$ cat src/rtl/adc_pkg.sv
package adc_pkg;

    // time and address widths
    localparam int TIME_W = 32;
    localparam int ADDR_W = 5;
    localparam int REG_IDX_W = 3;

    // register indexes
    localparam logic [REG_IDX_W-1:0] REG_CLOSED_ANGLE  = 3'd0;
    localparam logic [REG_IDX_W-1:0] REG_OPEN_ANGLE    = 3'd1;
    localparam logic [REG_IDX_W-1:0] REG_PRESENCE_THR  = 3'd2;
    localparam logic [REG_IDX_W-1:0] REG_HOLD_OPEN     = 3'd3;
    localparam logic [REG_IDX_W-1:0] REG_STEP_PERIOD   = 3'd4;
    localparam logic [REG_IDX_W-1:0] REG_SENSOR_PERIOD = 3'd5;
    localparam logic [REG_IDX_W-1:0] REG_DEBOUNCE      = 3'd6;

    // register reset values
    localparam logic [7:0]  RST_CLOSED_ANGLE  = 8'd10;
    localparam logic [7:0]  RST_OPEN_ANGLE    = 8'd170;
    localparam logic [11:0] RST_PRESENCE_THR  = 12'd80;
    localparam logic [15:0] RST_HOLD_OPEN     = 16'd10000;
    localparam logic [7:0]  RST_STEP_PERIOD   = 8'd20;
    localparam logic [9:0]  RST_SENSOR_PERIOD = 10'd100;
    localparam logic [9:0]  RST_DEBOUNCE      = 10'd200;

    // door states
    localparam logic [1:0] DOOR_CLOSED  = 2'd0;
    localparam logic [1:0] DOOR_OPENING = 2'd1;
    localparam logic [1:0] DOOR_OPEN    = 2'd2;
    localparam logic [1:0] DOOR_CLOSING = 2'd3;

    localparam logic [7:0] ANGLE_MAX = 8'd255;

    typedef struct packed {
        logic [7:0]  closed_angle;
        logic [7:0]  open_angle;
        logic [11:0] presence_threshold_mm;
        logic [15:0] hold_open_ms;
        logic [7:0]  step_period_ms;
        logic [9:0]  sensor_period_ms;
        logic [9:0]  press_guard_ms;
    } t_cfg;

    typedef struct packed {
        logic [31:0] now_ms;
        logic        button_level;
        logic [11:0] distance_mm;
        logic        emergency;
    } t_item;

    typedef struct packed {
        logic [1:0]  door_state;
        logic [7:0]  angle_out;
        logic        servo_enable;
        logic        angle_written;
        logic        sensor_sampled;
        logic [15:0] client_count;
    } t_result;

    // wrapping time difference
    function automatic logic [TIME_W-1:0] elapsed(input logic [TIME_W-1:0] now_t,
                                                  input logic [TIME_W-1:0] then_t);
        return now_t - then_t;
    endfunction

endpackage

$ cat src/rtl/adc_if.sv
interface adc_in_if;
    logic        valid;
    logic        ready;
    logic [31:0] now_ms;
    logic        button_level;
    logic [11:0] distance_mm;
    logic        emergency;

    modport source (output valid, output now_ms, output button_level,
                    output distance_mm, output emergency, input ready);
    modport sink (input valid, input now_ms, input button_level,
                  input distance_mm, input emergency, output ready);
endinterface

interface adc_out_if;
    logic        valid;
    logic        ready;
    logic [1:0]  door_state;
    logic [7:0]  angle_out;
    logic        servo_enable;
    logic        angle_written;
    logic        sensor_sampled;
    logic [15:0] client_count;

    modport source (output valid, output door_state, output angle_out,
                    output servo_enable, output angle_written, output sensor_sampled,
                    output client_count, input ready);
    modport sink (input valid, input door_state, input angle_out,
                  input servo_enable, input angle_written, input sensor_sampled,
                  input client_count, output ready);
endinterface

$ cat src/rtl/adc_cfg_regs.sv
module adc_cfg_regs (
    input  logic                      i_clk,
    input  logic                      i_rst_n,
    input  logic                      psel,
    input  logic                      penable,
    input  logic                      pwrite,
    input  logic [adc_pkg::ADDR_W-1:0] paddr,
    input  logic [31:0]               pwdata,
    output logic [31:0]               prdata,
    output logic                      pready,
    output adc_pkg::t_cfg             o_cfg
);
    import adc_pkg::*;

    t_cfg                 r_cfg;
    logic                 w_wr;
    logic [REG_IDX_W-1:0] w_idx;

    assign pready = 1'b1;
    assign w_wr   = psel && penable && pwrite;
    assign w_idx  = paddr[ADDR_W-1:2];
    assign o_cfg  = r_cfg;

    // register writes
    always_ff @(posedge i_clk) begin
        if (!i_rst_n) begin
            r_cfg.closed_angle          <= RST_CLOSED_ANGLE;
            r_cfg.open_angle            <= RST_OPEN_ANGLE;
            r_cfg.presence_threshold_mm <= RST_PRESENCE_THR;
            r_cfg.hold_open_ms          <= RST_HOLD_OPEN;
            r_cfg.step_period_ms        <= RST_STEP_PERIOD;
            r_cfg.sensor_period_ms      <= RST_SENSOR_PERIOD;
            r_cfg.press_guard_ms        <= RST_DEBOUNCE;
        end else if (w_wr) begin
            unique case (w_idx)
                REG_CLOSED_ANGLE:  r_cfg.closed_angle          <= pwdata[7:0];
                REG_OPEN_ANGLE:    r_cfg.open_angle            <= pwdata[7:0];
                REG_PRESENCE_THR:  r_cfg.presence_threshold_mm <= pwdata[11:0];
                REG_HOLD_OPEN:     r_cfg.hold_open_ms          <= pwdata[15:0];
                REG_STEP_PERIOD:   r_cfg.step_period_ms        <= pwdata[7:0];
                REG_SENSOR_PERIOD: r_cfg.sensor_period_ms      <= pwdata[9:0];
                REG_DEBOUNCE:      r_cfg.press_guard_ms        <= pwdata[9:0];
                default: ;
            endcase
        end
    end

    // read mux
    always_comb begin
        unique case (w_idx)
            REG_CLOSED_ANGLE:  prdata = {24'd0, r_cfg.closed_angle};
            REG_OPEN_ANGLE:    prdata = {24'd0, r_cfg.open_angle};
            REG_PRESENCE_THR:  prdata = {20'd0, r_cfg.presence_threshold_mm};
            REG_HOLD_OPEN:     prdata = {16'd0, r_cfg.hold_open_ms};
            REG_STEP_PERIOD:   prdata = {24'd0, r_cfg.step_period_ms};
            REG_SENSOR_PERIOD: prdata = {22'd0, r_cfg.sensor_period_ms};
            REG_DEBOUNCE:      prdata = {22'd0, r_cfg.press_guard_ms};
            default:           prdata = 32'd0;
        endcase
    end

endmodule

$ cat src/rtl/automatic_door_controller_unit.sv
// Automatic door controller: one time sample per transaction in, one status
// transaction out. A sample is captured in an input register; when the output
// is not stalled, the door sequencer (closed, opening, open, closing) updates
// its state from it and loads the result register, so a new sample can be
// taken every cycle while the output is not stalled. The rate is set by the
// state update loop and the result register: one sample per cycle when the
// output is not stalled. The user must write registers over the APB port only
// while no sample is in flight; the block itself does not enforce this.
module automatic_door_controller_unit (
    input  logic                       i_clk,
    input  logic                       i_rst_n,
    adc_in_if.sink                     i_in,
    adc_out_if.source                  o_out,
    input  logic                       psel,
    input  logic                       penable,
    input  logic                       pwrite,
    input  logic [adc_pkg::ADDR_W-1:0] paddr,
    input  logic [31:0]                pwdata,
    output logic [31:0]                prdata,
    output logic                       pready
);
    import adc_pkg::*;

    t_cfg    w_cfg;
    t_item   r_in;
    logic    r_in_valid;
    t_result r_out;
    logic    r_out_valid;
    logic    w_adv;
    logic    w_proc;

    // sequencer state
    logic [1:0]        r_mode,        n_mode;
    logic [7:0]        r_angle,       n_angle;
    logic              r_attached,    n_attached;
    logic              r_emer_held,   n_emer_held;
    logic              r_last_btn,    n_last_btn;
    logic [TIME_W-1:0] r_press_t,     n_press_t;
    logic [TIME_W-1:0] r_move_t,      n_move_t;
    logic [TIME_W-1:0] r_open_since,  n_open_since;
    logic [TIME_W-1:0] r_closed_smp,  n_closed_smp;
    logic [TIME_W-1:0] r_closing_smp, n_closing_smp;
    logic [15:0]       r_tally,       n_tally;
    t_result           n_out;

    logic [TIME_W-1:0] w_now;
    logic              w_present;
    logic              w_start;
    logic              w_wrote;
    logic              w_sampled;
    logic              w_reversed;

    adc_cfg_regs u_cfg (
        .i_clk   (i_clk),
        .i_rst_n (i_rst_n),
        .psel    (psel),
        .penable (penable),
        .pwrite  (pwrite),
        .paddr   (paddr),
        .pwdata  (pwdata),
        .prdata  (prdata),
        .pready  (pready),
        .o_cfg   (w_cfg)
    );

    // pipeline flow control
    assign w_adv       = !r_out_valid || o_out.ready;
    assign w_proc      = r_in_valid && w_adv;
    assign i_in.ready  = !r_in_valid || w_adv;

    // input register
    always_ff @(posedge i_clk) begin
        if (!i_rst_n) begin
            r_in_valid <= 1'b0;
        end else if (i_in.ready) begin
            r_in_valid <= i_in.valid;
        end
    end

    always_ff @(posedge i_clk) begin
        if (i_in.valid && i_in.ready) begin
            r_in.now_ms       <= i_in.now_ms;
            r_in.button_level <= i_in.button_level;
            r_in.distance_mm  <= i_in.distance_mm;
            r_in.emergency    <= i_in.emergency;
        end
    end

    assign w_now     = TIME_W'(r_in.now_ms);
    assign w_present = (r_in.distance_mm != 12'd0) &&
                       (r_in.distance_mm < w_cfg.presence_threshold_mm);

    // door sequencer next state
    always_comb begin
        n_mode        = r_mode;
        n_angle       = r_angle;
        n_attached    = r_attached;
        n_emer_held   = r_emer_held;
        n_last_btn    = r_last_btn;
        n_press_t     = r_press_t;
        n_move_t      = r_move_t;
        n_open_since  = r_open_since;
        n_closed_smp  = r_closed_smp;
        n_closing_smp = r_closing_smp;
        w_start       = 1'b0;
        w_wrote       = 1'b0;
        w_sampled     = 1'b0;
        w_reversed    = 1'b0;

        if (r_in.emergency) begin
            n_emer_held = 1'b1;
            n_attached  = 1'b0;
        end else begin
            // leaving emergency forces closing
            if (r_emer_held) begin
                n_emer_held = 1'b0;
                n_attached  = 1'b1;
                n_mode      = DOOR_CLOSING;
            end

            // debounced falling edge of the button
            if (!r_in.button_level && r_last_btn &&
                (elapsed(w_now, r_press_t) > TIME_W'(w_cfg.press_guard_ms))) begin
                n_press_t = w_now;
                if (n_mode == DOOR_CLOSED || n_mode == DOOR_CLOSING) begin
                    w_start    = 1'b1;
                    n_attached = 1'b1;
                    n_mode     = DOOR_OPENING;
                end
            end
            n_last_btn = r_in.button_level;

            unique case (n_mode)
                DOOR_CLOSED: begin
                    if (elapsed(w_now, r_closed_smp) >= TIME_W'(w_cfg.sensor_period_ms)) begin
                        n_closed_smp = w_now;
                        w_sampled    = 1'b1;
                        if (w_present) begin
                            w_start    = 1'b1;
                            n_attached = 1'b1;
                            n_mode     = DOOR_OPENING;
                        end
                    end
                end
                DOOR_OPENING: begin
                    if (elapsed(w_now, r_move_t) >= TIME_W'(w_cfg.step_period_ms)) begin
                        n_move_t = w_now;
                        if (r_angle != ANGLE_MAX) begin
                            n_angle = r_angle + 8'd1;
                        end
                        w_wrote = 1'b1;
                        if (n_angle >= w_cfg.open_angle) begin
                            n_open_since = w_now;
                            n_mode       = DOOR_OPEN;
                        end
                    end
                end
                DOOR_OPEN: begin
                    if (elapsed(w_now, r_open_since) >= TIME_W'(w_cfg.hold_open_ms)) begin
                        n_mode = DOOR_CLOSING;
                    end
                end
                DOOR_CLOSING: begin
                    if (elapsed(w_now, r_closing_smp) >=
                        TIME_W'(w_cfg.sensor_period_ms)) begin
                        n_closing_smp = w_now;
                        w_sampled     = 1'b1;
                        if (w_present) begin
                            w_start    = 1'b1;
                            w_reversed = 1'b1;
                            n_attached = 1'b1;
                            n_mode     = DOOR_OPENING;
                        end
                    end
                    if (!w_reversed &&
                        (elapsed(w_now, r_move_t) >= TIME_W'(w_cfg.step_period_ms))) begin
                        n_move_t = w_now;
                        if (r_angle != 8'd0) begin
                            n_angle = r_angle - 8'd1;
                        end
                        w_wrote = 1'b1;
                        if (n_angle <= w_cfg.closed_angle) begin
                            n_attached = 1'b0;
                            n_mode     = DOOR_CLOSED;
                        end
                    end
                end
                default: ;
            endcase
        end

        // at most one opening per sample
        n_tally = w_start ? r_tally + 16'd1 : r_tally;

        n_out.door_state     = n_mode;
        n_out.angle_out      = n_angle;
        n_out.servo_enable   = n_attached;
        n_out.angle_written  = w_wrote;
        n_out.sensor_sampled = w_sampled;
        n_out.client_count   = n_tally;
    end

    // sequencer state registers
    always_ff @(posedge i_clk) begin
        if (!i_rst_n) begin
            r_mode        <= DOOR_CLOSED;
            r_angle       <= RST_CLOSED_ANGLE;
            r_attached    <= 1'b0;
            r_emer_held   <= 1'b0;
            r_last_btn    <= 1'b1;
            r_press_t     <= '0;
            r_move_t      <= '0;
            r_open_since  <= '0;
            r_closed_smp  <= '0;
            r_closing_smp <= '0;
            r_tally       <= 16'd0;
        end else if (w_proc) begin
            r_mode        <= n_mode;
            r_angle       <= n_angle;
            r_attached    <= n_attached;
            r_emer_held   <= n_emer_held;
            r_last_btn    <= n_last_btn;
            r_press_t     <= n_press_t;
            r_move_t      <= n_move_t;
            r_open_since  <= n_open_since;
            r_closed_smp  <= n_closed_smp;
            r_closing_smp <= n_closing_smp;
            r_tally       <= n_tally;
        end
    end

    // result register
    always_ff @(posedge i_clk) begin
        if (!i_rst_n) begin
            r_out_valid <= 1'b0;
        end else if (w_adv) begin
            r_out_valid <= r_in_valid;
        end
    end

    always_ff @(posedge i_clk) begin
        if (w_proc) begin
            r_out <= n_out;
        end
    end

    assign o_out.valid          = r_out_valid;
    assign o_out.door_state     = r_out.door_state;
    assign o_out.angle_out      = r_out.angle_out;
    assign o_out.servo_enable   = r_out.servo_enable;
    assign o_out.angle_written  = r_out.angle_written;
    assign o_out.sensor_sampled = r_out.sensor_sampled;
    assign o_out.client_count   = r_out.client_count;

    // the client count only ever advances by one
    a_tally_step: assert property (@(posedge i_clk) disable iff (!i_rst_n)
        (r_tally != $past(r_tally)) |-> (r_tally == $past(r_tally) + 16'd1))
        else $error("client count jumped");

    // the angle only moves when a sample is processed
    a_angle_idle: assert property (@(posedge i_clk) disable iff (!i_rst_n)
        !w_proc |=> $stable(r_angle))
        else $error("angle moved without a sample");

    // emergency keeps the servo released
    a_emer_released: assert property (@(posedge i_clk) disable iff (!i_rst_n)
        r_emer_held |-> !r_attached)
        else $error("servo attached during emergency");

    // a servo step happens with the drive attached, unless it just closed the door
    a_step_attached: assert property (@(posedge i_clk) disable iff (!i_rst_n)
        (r_out_valid && r_out.angle_written) |->
        (r_out.servo_enable || (r_out.door_state == DOOR_CLOSED)))
        else $error("servo stepped while released");

    // the sensor is never sampled while the door is open
    a_sample_state: assert property (@(posedge i_clk) disable iff (!i_rst_n)
        (r_out_valid && r_out.sensor_sampled) |-> (r_out.door_state != DOOR_OPEN))
        else $error("sensor sampled while open");

endmodule

$ cat src/flat_wrapper.sv
// flat-port wrapper written by rule: the top's interface ports become plain ports
module automatic_door_controller_unit_flat import adc_pkg::*;
  (i_clk, i_rst_n, psel, penable, pwrite, paddr, pwdata, prdata, pready, i_in_valid, i_in_now_ms, i_in_button_level, i_in_distance_mm, i_in_emergency, i_in_ready, o_out_valid, o_out_door_state, o_out_angle_out, o_out_servo_enable, o_out_angle_written, o_out_sensor_sampled, o_out_client_count, o_out_ready);
  adc_in_if i_in_i ();
  adc_out_if o_out_i ();
  input  logic i_clk;
  input  logic i_rst_n;
  input  logic psel;
  input  logic penable;
  input  logic pwrite;
  input  logic [adc_pkg::ADDR_W-1:0] paddr;
  input  logic [31:0] pwdata;
  output logic [31:0] prdata;
  output logic pready;
  input wire logic [$bits(i_in_i.valid)-1:0] i_in_valid;
  input wire logic [$bits(i_in_i.now_ms)-1:0] i_in_now_ms;
  input wire logic [$bits(i_in_i.button_level)-1:0] i_in_button_level;
  input wire logic [$bits(i_in_i.distance_mm)-1:0] i_in_distance_mm;
  input wire logic [$bits(i_in_i.emergency)-1:0] i_in_emergency;
  output wire logic [$bits(i_in_i.ready)-1:0] i_in_ready;
  output wire logic [$bits(o_out_i.valid)-1:0] o_out_valid;
  output wire logic [$bits(o_out_i.door_state)-1:0] o_out_door_state;
  output wire logic [$bits(o_out_i.angle_out)-1:0] o_out_angle_out;
  output wire logic [$bits(o_out_i.servo_enable)-1:0] o_out_servo_enable;
  output wire logic [$bits(o_out_i.angle_written)-1:0] o_out_angle_written;
  output wire logic [$bits(o_out_i.sensor_sampled)-1:0] o_out_sensor_sampled;
  output wire logic [$bits(o_out_i.client_count)-1:0] o_out_client_count;
  input wire logic [$bits(o_out_i.ready)-1:0] o_out_ready;
  assign i_in_i.valid = i_in_valid;
  assign i_in_i.now_ms = i_in_now_ms;
  assign i_in_i.button_level = i_in_button_level;
  assign i_in_i.distance_mm = i_in_distance_mm;
  assign i_in_i.emergency = i_in_emergency;
  assign i_in_ready = i_in_i.ready;
  assign o_out_valid = o_out_i.valid;
  assign o_out_door_state = o_out_i.door_state;
  assign o_out_angle_out = o_out_i.angle_out;
  assign o_out_servo_enable = o_out_i.servo_enable;
  assign o_out_angle_written = o_out_i.angle_written;
  assign o_out_sensor_sampled = o_out_i.sensor_sampled;
  assign o_out_client_count = o_out_i.client_count;
  assign o_out_i.ready = o_out_ready;
  automatic_door_controller_unit u_core (.i_clk(i_clk), .i_rst_n(i_rst_n), .i_in(i_in_i), .o_out(o_out_i), .psel(psel), .penable(penable), .pwrite(pwrite), .paddr(paddr), .pwdata(pwdata), .prdata(prdata), .pready(pready));
endmodule
$ cat config.mk
export PLATFORM = sky130hd
export DESIGN_NAME = automatic_door_controller_unit_flat
export DESIGN_NICKNAME = d
export VERILOG_FILES = /design/src/rtl/adc_pkg.sv /design/src/rtl/adc_if.sv /design/src/rtl/adc_cfg_regs.sv /design/src/rtl/automatic_door_controller_unit.sv /design/src/flat_wrapper.sv
export SDC_FILE = /design/constraint.sdc
export NUM_CORES = 1
export LEC_CHECK = 0
export ABC_AREA = 1
export BUFFER_PORTS_ARGS = -buffer_cell sky130_fd_sc_hd__buf_2
export CORE_MARGIN = 5
export CORE_UTILIZATION = 30
export CTS_CLUSTER_DIAMETER = 40
export CTS_CLUSTER_SIZE = 25
export DETAILED_ROUTE_END_ITERATION = 8
export PLACE_DENSITY = 0.46
export SKIP_CTS_REPAIR_TIMING = 1
export SYNTH_ARGS = -nofsm -noshare
export SYNTH_HDL_FRONTEND = slang
export SYNTH_SLANG_ARGS = --single-unit
$ cat constraint.sdc
create_clock -name i_clk -period 4.84 [get_ports i_clk]
set_input_delay 0.242 -clock i_clk [delete_from_list [all_inputs] [get_ports i_clk]]
set_output_delay 0.242 -clock i_clk [all_outputs]
set_load 0.02 [all_outputs]
# --- After elaboration in Yosys (flattened, before gate mapping) ---
# Index checks and enable logic that the tools add are counted.
op_classes:
  bitwise: 1
  add_sub_neg: 8
  muxes: 61
  magnitude_cmp: 8
  n_eq_ne: 13
  n_reduce_logical: 34
ops:
  columns: ["op", "n"]
  rows:
  - ["$sub A32 B32 Y32", 5]
  - ["$pmux W16 S7", 1]
  - ["$mux W8", 11]
  - ["$ge A32 B10 Y1", 2]
  - ["$mux W32", 2]
  - ["$pmux W32 S2", 1]
  - ["$ge A32 B16 Y1", 1]
  - ["$ge A32 B8 Y1", 1]
  - ["$gt A32 B10 Y1", 1]
  - ["$mux W2", 14]
  - ["$mux W1", 25]
  - ["$add A16 B1 Y16 const B", 1]
  - ["$mux W16", 1]
  - ["$pmux W8 S2", 1]
  - ["$reduce_and A2 Y1", 8]
  - ["$lt A12 B12 Y1", 1]
  - ["$reduce_bool A12 Y1", 1]
  - ["$reduce_and A5 Y1", 2]
  - ["$eq A3 B3 Y1 const B", 3]
  - ["$add A8 B1 Y8 const B", 1]
  - ["$ge A8 B8 Y1", 1]
  - ["$le A8 B8 Y1", 1]
  - ["$logic_and A1 B1 Y1", 8]
  - ["$ne A8 B8 Y1 const B", 1]
  - ["other kinds (17)", 31]
totals:
  out_inout_bits: 64
  in_bits: 90
  regBits: 338
  word_cells: 155

# --- Depth between registers and ports, before layout ---
# Gate-level depths: netlist of run 1.
depth:
  depth_word: 20
  mapped_depth: 40
  mapped_depth_nobuf: 38

# --- By module ---
# A second synthesis of run 1 with hierarchy kept.
unflattened:
  cells_unflattened: 4574
  area_unflattened_um2: 28333.4
by_module_without_submodules:
  columns: ["module", "seq_area_each_um2", "area_each_um2", "n_inst", "cells_each"]
  rows:
  - ["automatic_door_controller_unit", 6075.8, 24528.5, 1, 3997]
  - ["adc_cfg_regs", 1441.4, 3804.9, 1, 577]

# --- Worst setup path after synthesis of run 1 ---
# No wires, ideal clock.
synth_path:
  path_kind: "reg2reg"
  start: "register u_core.r_in (netlist bit u_core.w_now[1])"
  end: "register u_core.r_out (netlist bit u_core.o_out.client_count[0]) (data pin)"
  synth_period_minus_slack_ns: 4.342
  required_ns: 4.586
  setup_ns: 0.254
  setup_slack_ns: 0.498
  n_path_buf: 2
  path_stages_with_launch: 34
  arrival_ns: 4.088
  cell_sequence: "edfxtp_1 > inv_1 > fa_1 > inv_1 > nand2_1 > nand2_1 > and2_1 > xor2_1 > ha_1 > nand2_1 > nor2_1 > nand2_1 > nand2_1 > nand2_1 > nand2_1 > nand2_1 > nand2_1 > inv_1 > nand2_1 > nor2_1 > nand2_1 > nor2_2 > nand3_2 > nand2_1 > nand2_1 > nand2_2 > inv_4 > ha_1 > clkbuf_1 > o31ai_1 > nand2_2 > buf_2 > nand3_1 > nand2_1"
synth_via:
  elab_chain_len: 9
  word_cells_on_any_way: 18
  cone_classes: "3 x add/sub; 3 x order compare; 1 x eq/ne; 9 x mux; 2 x reduce/logical"
synth_lines:
  columns: ["item", "line", "rtl"]
  rows:
  - ["from (decl)", "automatic_door_controller_unit.sv:25", "t_item r_in;"]
  - ["$sub A32 B32 Y32", "adc_pkg.sv:63", "return now_t - then_t;"]
  - ["$gt A32 B10 Y1", "automatic_door_controller_unit.sv:123", "(elapsed(w_now, r_press_t) > TIME_W'(w_cfg.press_guard_ms))) begin"]
  - ["$logic_and A1 B1 Y1", "automatic_door_controller_unit.sv:122", "if (!r_in.button_level && r_last_btn &&"]
  - ["$mux W2 / $mux W1 (equally long branches)", "automatic_door_controller_unit.sv:122", null]
  - ["$mux W2 / $mux W1 (equally long branches)", "automatic_door_controller_unit.sv:110, automatic_door_controller_unit.sv:138, automatic_door_controller_unit.sv:168", null]
  - ["$eq A2 B2 Y1, or another cell as far along", "automatic_door_controller_unit.sv:133", "unique case (n_mode)"]
  - ["$pmux W1 S2 (*)", "automatic_door_controller_unit.sv:133", null]
  - ["$mux W1 (*)", "automatic_door_controller_unit.sv:110", "if (r_in.emergency) begin"]
  - ["$mux W16 (*)", "automatic_door_controller_unit.sv:193", "n_tally = w_start ? r_tally + 16'd1 : r_tally;"]
  - ["via u_core.n_tally[0]", "automatic_door_controller_unit.sv:43", "logic [15:0] r_tally, n_tally;"]
  - ["to (signal assigned)", "automatic_door_controller_unit.sv:243", "r_out <= n_out;"]
  - ["to (decl)", "automatic_door_controller_unit.sv:27", "t_result r_out;"]
# Mark *: on every way through the listed nets, which the timed path passes. The rest lies on a longest branch. The select of a mux whose other input is x is not followed.
# A chain may end at the register's enable or synchronous reset.

# --- Final worst setup path of run 1 ---
layout_path:
  start: "register u_core.r_in (netlist bit u_core.w_now[2])"
  end: "register u_core.r_move_t[19]"
layout_via:
  elab_chain_len: 9
  word_cells_on_any_way: 21
  cone_classes: "3 x add/sub; 3 x order compare; 4 x eq/ne; 6 x mux; 5 x reduce/logical"
layout_lines:
  columns: ["item", "line", "rtl"]
  rows:
  - ["$sub A32 B32 Y32", "adc_pkg.sv:63", null]
  - ["$ge A32 B10 Y1", "automatic_door_controller_unit.sv:164", "if (elapsed(w_now, r_closing_smp) >="]
  - ["$mux W1", "automatic_door_controller_unit.sv:164", null]
  - ["$mux W1", "automatic_door_controller_unit.sv:133", null]
  - ["$mux W1", "automatic_door_controller_unit.sv:110", null]
  - ["$logic_not A1 Y1", "automatic_door_controller_unit.sv:175", "if (!w_reversed &&"]
  - ["$logic_and A1 B1 Y1", "automatic_door_controller_unit.sv:175", null]
  - ["$ne A2 B1 Y1 (no source line)", null, null]
  - ["$reduce_and A5 Y1 (no source line)", null, null]
  - ["to (signal assigned)", "automatic_door_controller_unit.sv:224", "r_move_t <= n_move_t;"]
  - ["to (decl)", "automatic_door_controller_unit.sv:39", "logic [TIME_W-1:0] r_move_t, n_move_t;"]
# Several ways; a longest one is shown, not always the timed one. The select of a mux whose other input is x is not followed.

==> flow_summary.toml, run 1 <==
[grt]
grt_start_max_net_pins = 178
groute.usage.overall = 0.1961
grt_antenna_before_repair = 14
grt_pass1_wl_mm = 145.3
grt_pass1_vias = 24424
grt_remaining_overflow = 0

[worst_setup_path]
most_used_cell_along_the_critical_path = "nand3_1"
cp_slowest_stage_delay_ps = 440
crit_family = "simple AND/OR/NAND/NOR gates"
timing_worst_setup_path_type = "reg -> reg"
critPathArrivalTime_ps = 5050
critical_path_buf_inv_count = 3
endpoint_kind = "flip-flop"
slowest_library_cell_on_the_worst_path = "edfxtp_1"
critical_path_required_ps = 5320
timing.critical_path.from_type = "flip-flop"
path_max_fanout = 8

[clocking]
cts-root-to-sink-buffers = 3
clk_pin_slew_ps = 50
tritoncts = "built"
cts.sinks = 338
htree_levels = 3
clock_latency_ps = 650
clk_tree_root_cell = "clkbuf_16"
cts_inserted_buffers = 81

[yosys]
synth_enable_flop_cells = 75
yosys_most_used_dff = "dfxtp_1"
yosys_warnings = 0
average_size_of_a_mapped_cell_um2 = 6.570
synth_cell_types = 55
postSynth.asyncResetShare = 0
synth_sequential_area_ratio = 0.2840
postSynthRegisterBits = 338
syn_inst = 4029
synth.cell_area_um2 = 26470

[cells_and_area]
layout_cells_sized_above_1 = 0.1072
fin_nets = 4638
mostFrequentLayoutCell = "nand2_1"
instances_no_fill = 5532
mostFrequentLayoutCells = "nand2_1, inv_1, a21oi_1, nor2_1, o21ai_0"
final_design_area_no_fill_um2 = 32640
areaGrowthSynthToFinish_pct = 23.29
register_area_um2 = 7517
footprint_of_the_multi_input_gates_um2 = 16390
num-fill-cells = 9482

[placed_design]
placedInstanceArea_um2 = 28710
place_worst_setup_slack_ps = 65.23
dp_hpwl_mm = 74.58
gpl.final_weighted_congestion = 0.8990
dpl.cell_count = 5296
port_buffers = 118

[floorplan]
design.portCount = 154
die_area_um2 = 94270
coreArea_um2 = 87970
fp.dieH_um = 307.0
initial_core_util = 0.3009
die_width_um = 307.0
count_of_standard_cell_rows = 109

[detailed_routing]
route.antenna.remaining_nets = 0
via_count = 26579
drt_first_iter_violations = 2099
drc = 0
detail_route.wirelength_mm = 96.51
drt-pass1-iter-count = 6
drt-vias-per-instance = 4.805
post_drt_wl_per_cell_um = 17.45

[timing]
fin_tns_setup_ps = 0
slew_headroom = 0.4009
hold_viol_final = 0
fin_crit_sh = 0.9451
slew_viol_final = 0
achievable-frequency_mhz = 218.6
report.final.setup_viol = 0
worst_slack_ps = 265.7
tightest_slew_ps = 898.6
final_period_minus_worst_setup_slack_ps = 4574
fin_skew_ps = 30.47
final.hold.worst_slack_ps = 14.60

[pwr]
vdd.ir_drop.worst_uv = 343.8
p_per_area_nw_per_um2 = 334.9
power.leakage_nw = 14.45

[job]
max-cap-violations = 0

[status]
result_of_the_run = "complete, no violations"

[worst_hold_path]
min_path_type = "in -> reg"
-- cell type report --
type	count	area share
multi-input cells	2976	0.5024
repair buffers	276	0.06426
clock buffers	96	0.06798
diodes	1	0.00007668
flip-flops and latches	338	0.2303
inverters	625	0.07208
well taps	1165	0.04467
clock inverters	55	0.01825
-- power by group --
| part | internal, mW | switching [mW] |
|---|---|---|
| combinational | 0.790 | 1.47 |
| sequential | 3.00 | 0.0595 |
| clock | 3.72 | 1.89 |
| total | 7.51 | 3.42 |
-- worst register-to-register path: cells and delay by family, from the launching register on --
kind | cells | cell delay (ps)
and+or+nand+nor | 14 | 1660
buffers and inverters | 3 | 610
DFF | 1 | 440
adders and majority gates | 2 | 620
AOI/OAI and AO/OA | 5 | 880
xor gates and xnor gates | 1 | 190
-- stage by stage --
step	power, mW	util
floorplan	4.575	-
global placement	5.243	0.3264
detailed placement	5.242	0.3264
CTS	10.92	0.3584
global route	11.49	0.3710
finish	10.93	0.3710
-- state kept, by name, summed over array words and instances (netlist names), 2 cells and up --
| name | count |
|---|---|
| u_core.r_press_t | 32 |
| u_core.r_mode | 2 |
| u_core.u_cfg.o_cfg | 72 |
| u_core.r_closing_smp | 32 |
| u_core.o_out.client_count | 16 |
| u_core.r_tally | 16 |
| u_core.r_open_since | 32 |
| u_core.r_angle | 8 |
| u_core.r_in | 14 |
| u_core.r_closed_smp | 32 |
| u_core.r_move_t | 32 |
| u_core.w_now | 32 |
| u_core.o_out.angle_out | 8 |
| u_core.o_out.door_state | 2 |
-- cell families after synthesis --
family	Yosys count	share of synthesized area
AND/OR/NAND/NOR	1753	0.2829
AO/OA/AOI/OAI	869	0.1755
buffers and inverters	730	0.1090
flip-flops	338	0.2840
adder cells (fa/ha/maj)	250	0.1196
XOR/XNOR	87	0.02879
other	2	0.0002837
-- per-layer routing --
layer,up-vias,global-route usage,wire length (µm)
met5,-,0,0
met4,0,0.04814,2012
met3,126,0.03251,4860
met2,616,0.3148,42910
met1,12021,0.2760,46720
li1,13816,-,-
-- final timing paths --
path / start / end / slack [ps] / cells past startpoint
min reg2reg: u_core.r_closed_smp[31] / u_core.r_closed_smp[31] / 460 / 2
max reg2reg: u_core.w_now[2] / u_core.r_move_t[19] / 270 / 25
max: u_core.w_now[2] / u_core.r_move_t[19] / 270 / 25
min: pwdata[1] / u_core.u_cfg.o_cfg[57] / 10 / 3
-- synthesized netlist by cell type, types with 2 or more instances --
| cell type | number | area share |
|---|---|---|
| buf_4 | 17 | 0.0048 |
| nor2_2 | 3 | 0.00071 |
| o21a_1 | 8 | 0.0023 |
| o21ai_1 | 7 | 0.0013 |
| nand2_1 | 956 | 0.14 |
| clkbuf_1 | 70 | 0.0099 |
| conb_1 | 2 | 0.00028 |
| buf_6 | 3 | 0.0013 |
| nand2_2 | 18 | 0.0043 |
| or2_2 | 3 | 0.00071 |
| edfxtp_1 | 75 | 0.085 |
| a21oi_2 | 16 | 0.0053 |
| dfxtp_1 | 263 | 0.20 |
| and2_1 | 6 | 0.0014 |
| a21oi_1 | 452 | 0.085 |
| fa_1 | 5 | 0.0038 |
| a31oi_1 | 6 | 0.0014 |
| a221oi_1 | 2 | 0.00066 |
| and3_1 | 2 | 0.00047 |
| xnor2_1 | 14 | 0.0046 |
| nand4_1 | 55 | 0.013 |
| o21bai_1 | 17 | 0.0048 |
| clkinv_1 | 5 | 0.00071 |
| xor2_1 | 73 | 0.024 |
| buf_2 | 8 | 0.0015 |
| nand3_2 | 16 | 0.0061 |
| inv_2 | 4 | 0.00057 |
| o22ai_1 | 18 | 0.0043 |
| a21o_1 | 18 | 0.0051 |
| nor3_1 | 55 | 0.010 |
| a211oi_1 | 5 | 0.0014 |
| nand3_1 | 248 | 0.047 |
| buf_8 | 4 | 0.0023 |
| nand3b_1 | 33 | 0.0094 |
| o21ai_0 | 292 | 0.055 |
| inv_1 | 615 | 0.087 |
| buf_1 | 3 | 0.00043 |
| nor4_1 | 8 | 0.0019 |
| o211ai_1 | 19 | 0.0054 |
| o2111ai_1 | 2 | 0.00066 |
| or2_0 | 2 | 0.00047 |
| o221ai_1 | 3 | 0.00099 |
| nor2_1 | 342 | 0.048 |
| ha_1 | 245 | 0.12 |
No activity file was read; power rests on OpenSTA's default activity.
==> run 2, diff against run 1 <==
Settings changed: CORE_UTILIZATION 30 to 64, CTS_BUF_LIST set to sky130_fd_sc_hd__clkbuf_4 sky130_fd_sc_hd__clkbuf_8, MAX_ROUTING_LAYER set to met4, PLACE_DENSITY 0.46 to 0.84.
==> run 2 against run 1 <==
- first-iteration DRC count is 20% higher
- die area is 52% lower
- clock skew is 37 ps higher
- routed wire length is 11% lower
- highest routed layer unchanged
- largest power group is now sequential cells
- worst setup slack worse by 150 ps
- sequential power hardly changed
- non-clock buffer count is 15 lower
==> flow_summary.toml, run 2 (synthesis results as in run 1) <==
[status]
result_of_the_run = "complete, no violations"

[clocking]
cts.sinks = 338
clk_tree_root_cell = "clkbuf_8"
htree_levels = 2
cts-root-to-sink-buffers = 3
clock_latency_ps = 730
tritoncts = "built"
cts_inserted_buffers = 56
clk_pin_slew_ps = 80

[floorplan]
die_width_um = 213.4
die_area_um2 = 45520
count_of_standard_cell_rows = 74
fp.dieH_um = 213.4
coreArea_um2 = 40830
design.portCount = 154
initial_core_util = 0.6483

[timing]
slew_headroom = 0.3367
slew_viol_final = 0
final_period_minus_worst_setup_slack_ps = 4723
final.hold.worst_slack_ps = 129.6
tightest_slew_ps = 990.4
fin_tns_setup_ps = 0
report.final.setup_viol = 0
fin_crit_sh = 0.9758
achievable-frequency_mhz = 211.7
fin_skew_ps = 67.83
hold_viol_final = 0
worst_slack_ps = 116.9

[detailed_routing]
drt_first_iter_violations = 2520
post_drt_wl_per_cell_um = 17.83
drt-pass1-iter-count = 6
detail_route.wirelength_mm = 86.29
via_count = 27782
drt-vias-per-instance = 5.741
route.antenna.remaining_nets = 0
drc = 0

[worst_hold_path]
hold_depth = 4
min_path_type = "in -> reg"
min-delay-start = "paddr[4]"

[worst_setup_path]
worst_r2r_startpoint = "u_core.w_now[0]"
cp_slowest_stage_delay_ps = 460
endpoint_kind = "flip-flop"
timing_worst_setup_path_type = "reg -> reg"
path_max_fanout = 6
timing.critical_path.from_type = "flip-flop"
critPathArrivalTime_ps = 5220
ff2ff_setup_slack_ps = 120
critical_path_required_ps = 5340
most_used_cell_along_the_critical_path = "nand2_1"
worst_r2r_path_depth = 27
crit_start = "u_core.w_now[0]"
slowest_library_cell_on_the_worst_path = "fa_1"

[pwr]
power.net_switching_mw = 3.046
power.leakage_nw = 13.69
switching_share = 0.3674
share_clk_of_total_power = 0.362
vdd.ir_drop.worst_uv = 301.9
comb_power_share = 0.270
p_per_area_nw_per_um2 = 273.6
seq_power_share = 0.368
power.internal_mw = 5.243

[grt]
grt_pass1_vias = 25068
gr_met1_demand_resource = 0.4740
groute.layer.met3.usage = 0.05399
grt_pass1_wl_mm = 129.1
grt_antenna_before_repair = 1
grt_remaining_overflow = 0
grt_start_max_net_pins = 103
grt_util_met2 = 0.5625
grt.busiest_layer = "met2"
groute.usage.overall = 0.3637

[placed_design]
placedInstanceArea_um2 = 27730
gpl.final_weighted_congestion = 1.042
dp_hpwl_mm = 62.82
place_worst_setup_slack_ps = -64.57
port_buffers = 118

[cells_and_area]
mostFrequentLayoutCell = "nand2_1"
fin_nets = 4598
largest_register_ffs = 72
mostFrequentLayoutCells = "nand2_1, inv_1, a21oi_1, nor2_1, o21ai_0"
final_design_area_no_fill_um2 = 30300
layout_cells_sized_above_1 = 0.09707
areaGrowthSynthToFinish_pct = 14.46
fin_util = 0.7420

[job]
max-cap-violations = 0
[run 2: path summary, 6_finish.rpt]
path,endpoint
worst min register to register,u_core.r_closing_smp[21]
worst max-delay path,u_core.r_angle[7]
worst min-delay path,u_core.u_cfg.o_cfg[24]
worst max register to register,u_core.r_angle[7]
[run 2: power groups by stage]
stage                     Combinational [mW]  Clock [mW]  Sequential, mW
final                                   2.24        3.00            3.05
after global routing                    2.48        3.17            3.05
after CTS                               2.04        3.03            3.04
after detailed placement                2.02           0            3.11
after global placement                  1.99           0            3.11
after floorplan                         1.45           0            3.12
[run 2: critical path, delay by kind of cell, from the launching register on]
| family | cells | cell delay, ps |
|---|---|---|
| and+or+nand+nor | 17 | 2130 |
| xor gates and xnor gates | 1 | 300 |
| buffers and inverters | 4 | 540 |
| AOI/OAI and AO/OA | 2 | 250 |
| DFF | 1 | 390 |
| adders and majority gates | 3 | 900 |
[run 2: per-layer routing]
metal	vias to the layer above	wire [µm]
li1	13713	-
met1	12676	35580
met2	1144	38600
met3	249	7668
met4	0	4443
met5	-	0
[run 2: stage by stage]
| stage | power, mW | cells |
|---|---|---|
| global placement | 5.099 | 4644 |
| floorplan | 4.575 | 4044 |
| detailed placement | 5.123 | 4644 |
| CTS | 8.111 | 4750 |
| finish | 8.289 | 4839 |
| global route | 8.703 | 4838 |
[run 2: final cells by class]
class	count	area (µm²)
antenna	1	2.502
clock buffer	58	792.0
clock inverter	48	544.3
fill	3437	10530
inverter	625	2355
multi-input combinational	2976	16430
sequential	338	7517
tap	532	665.6
timing repair buffer	261	1996
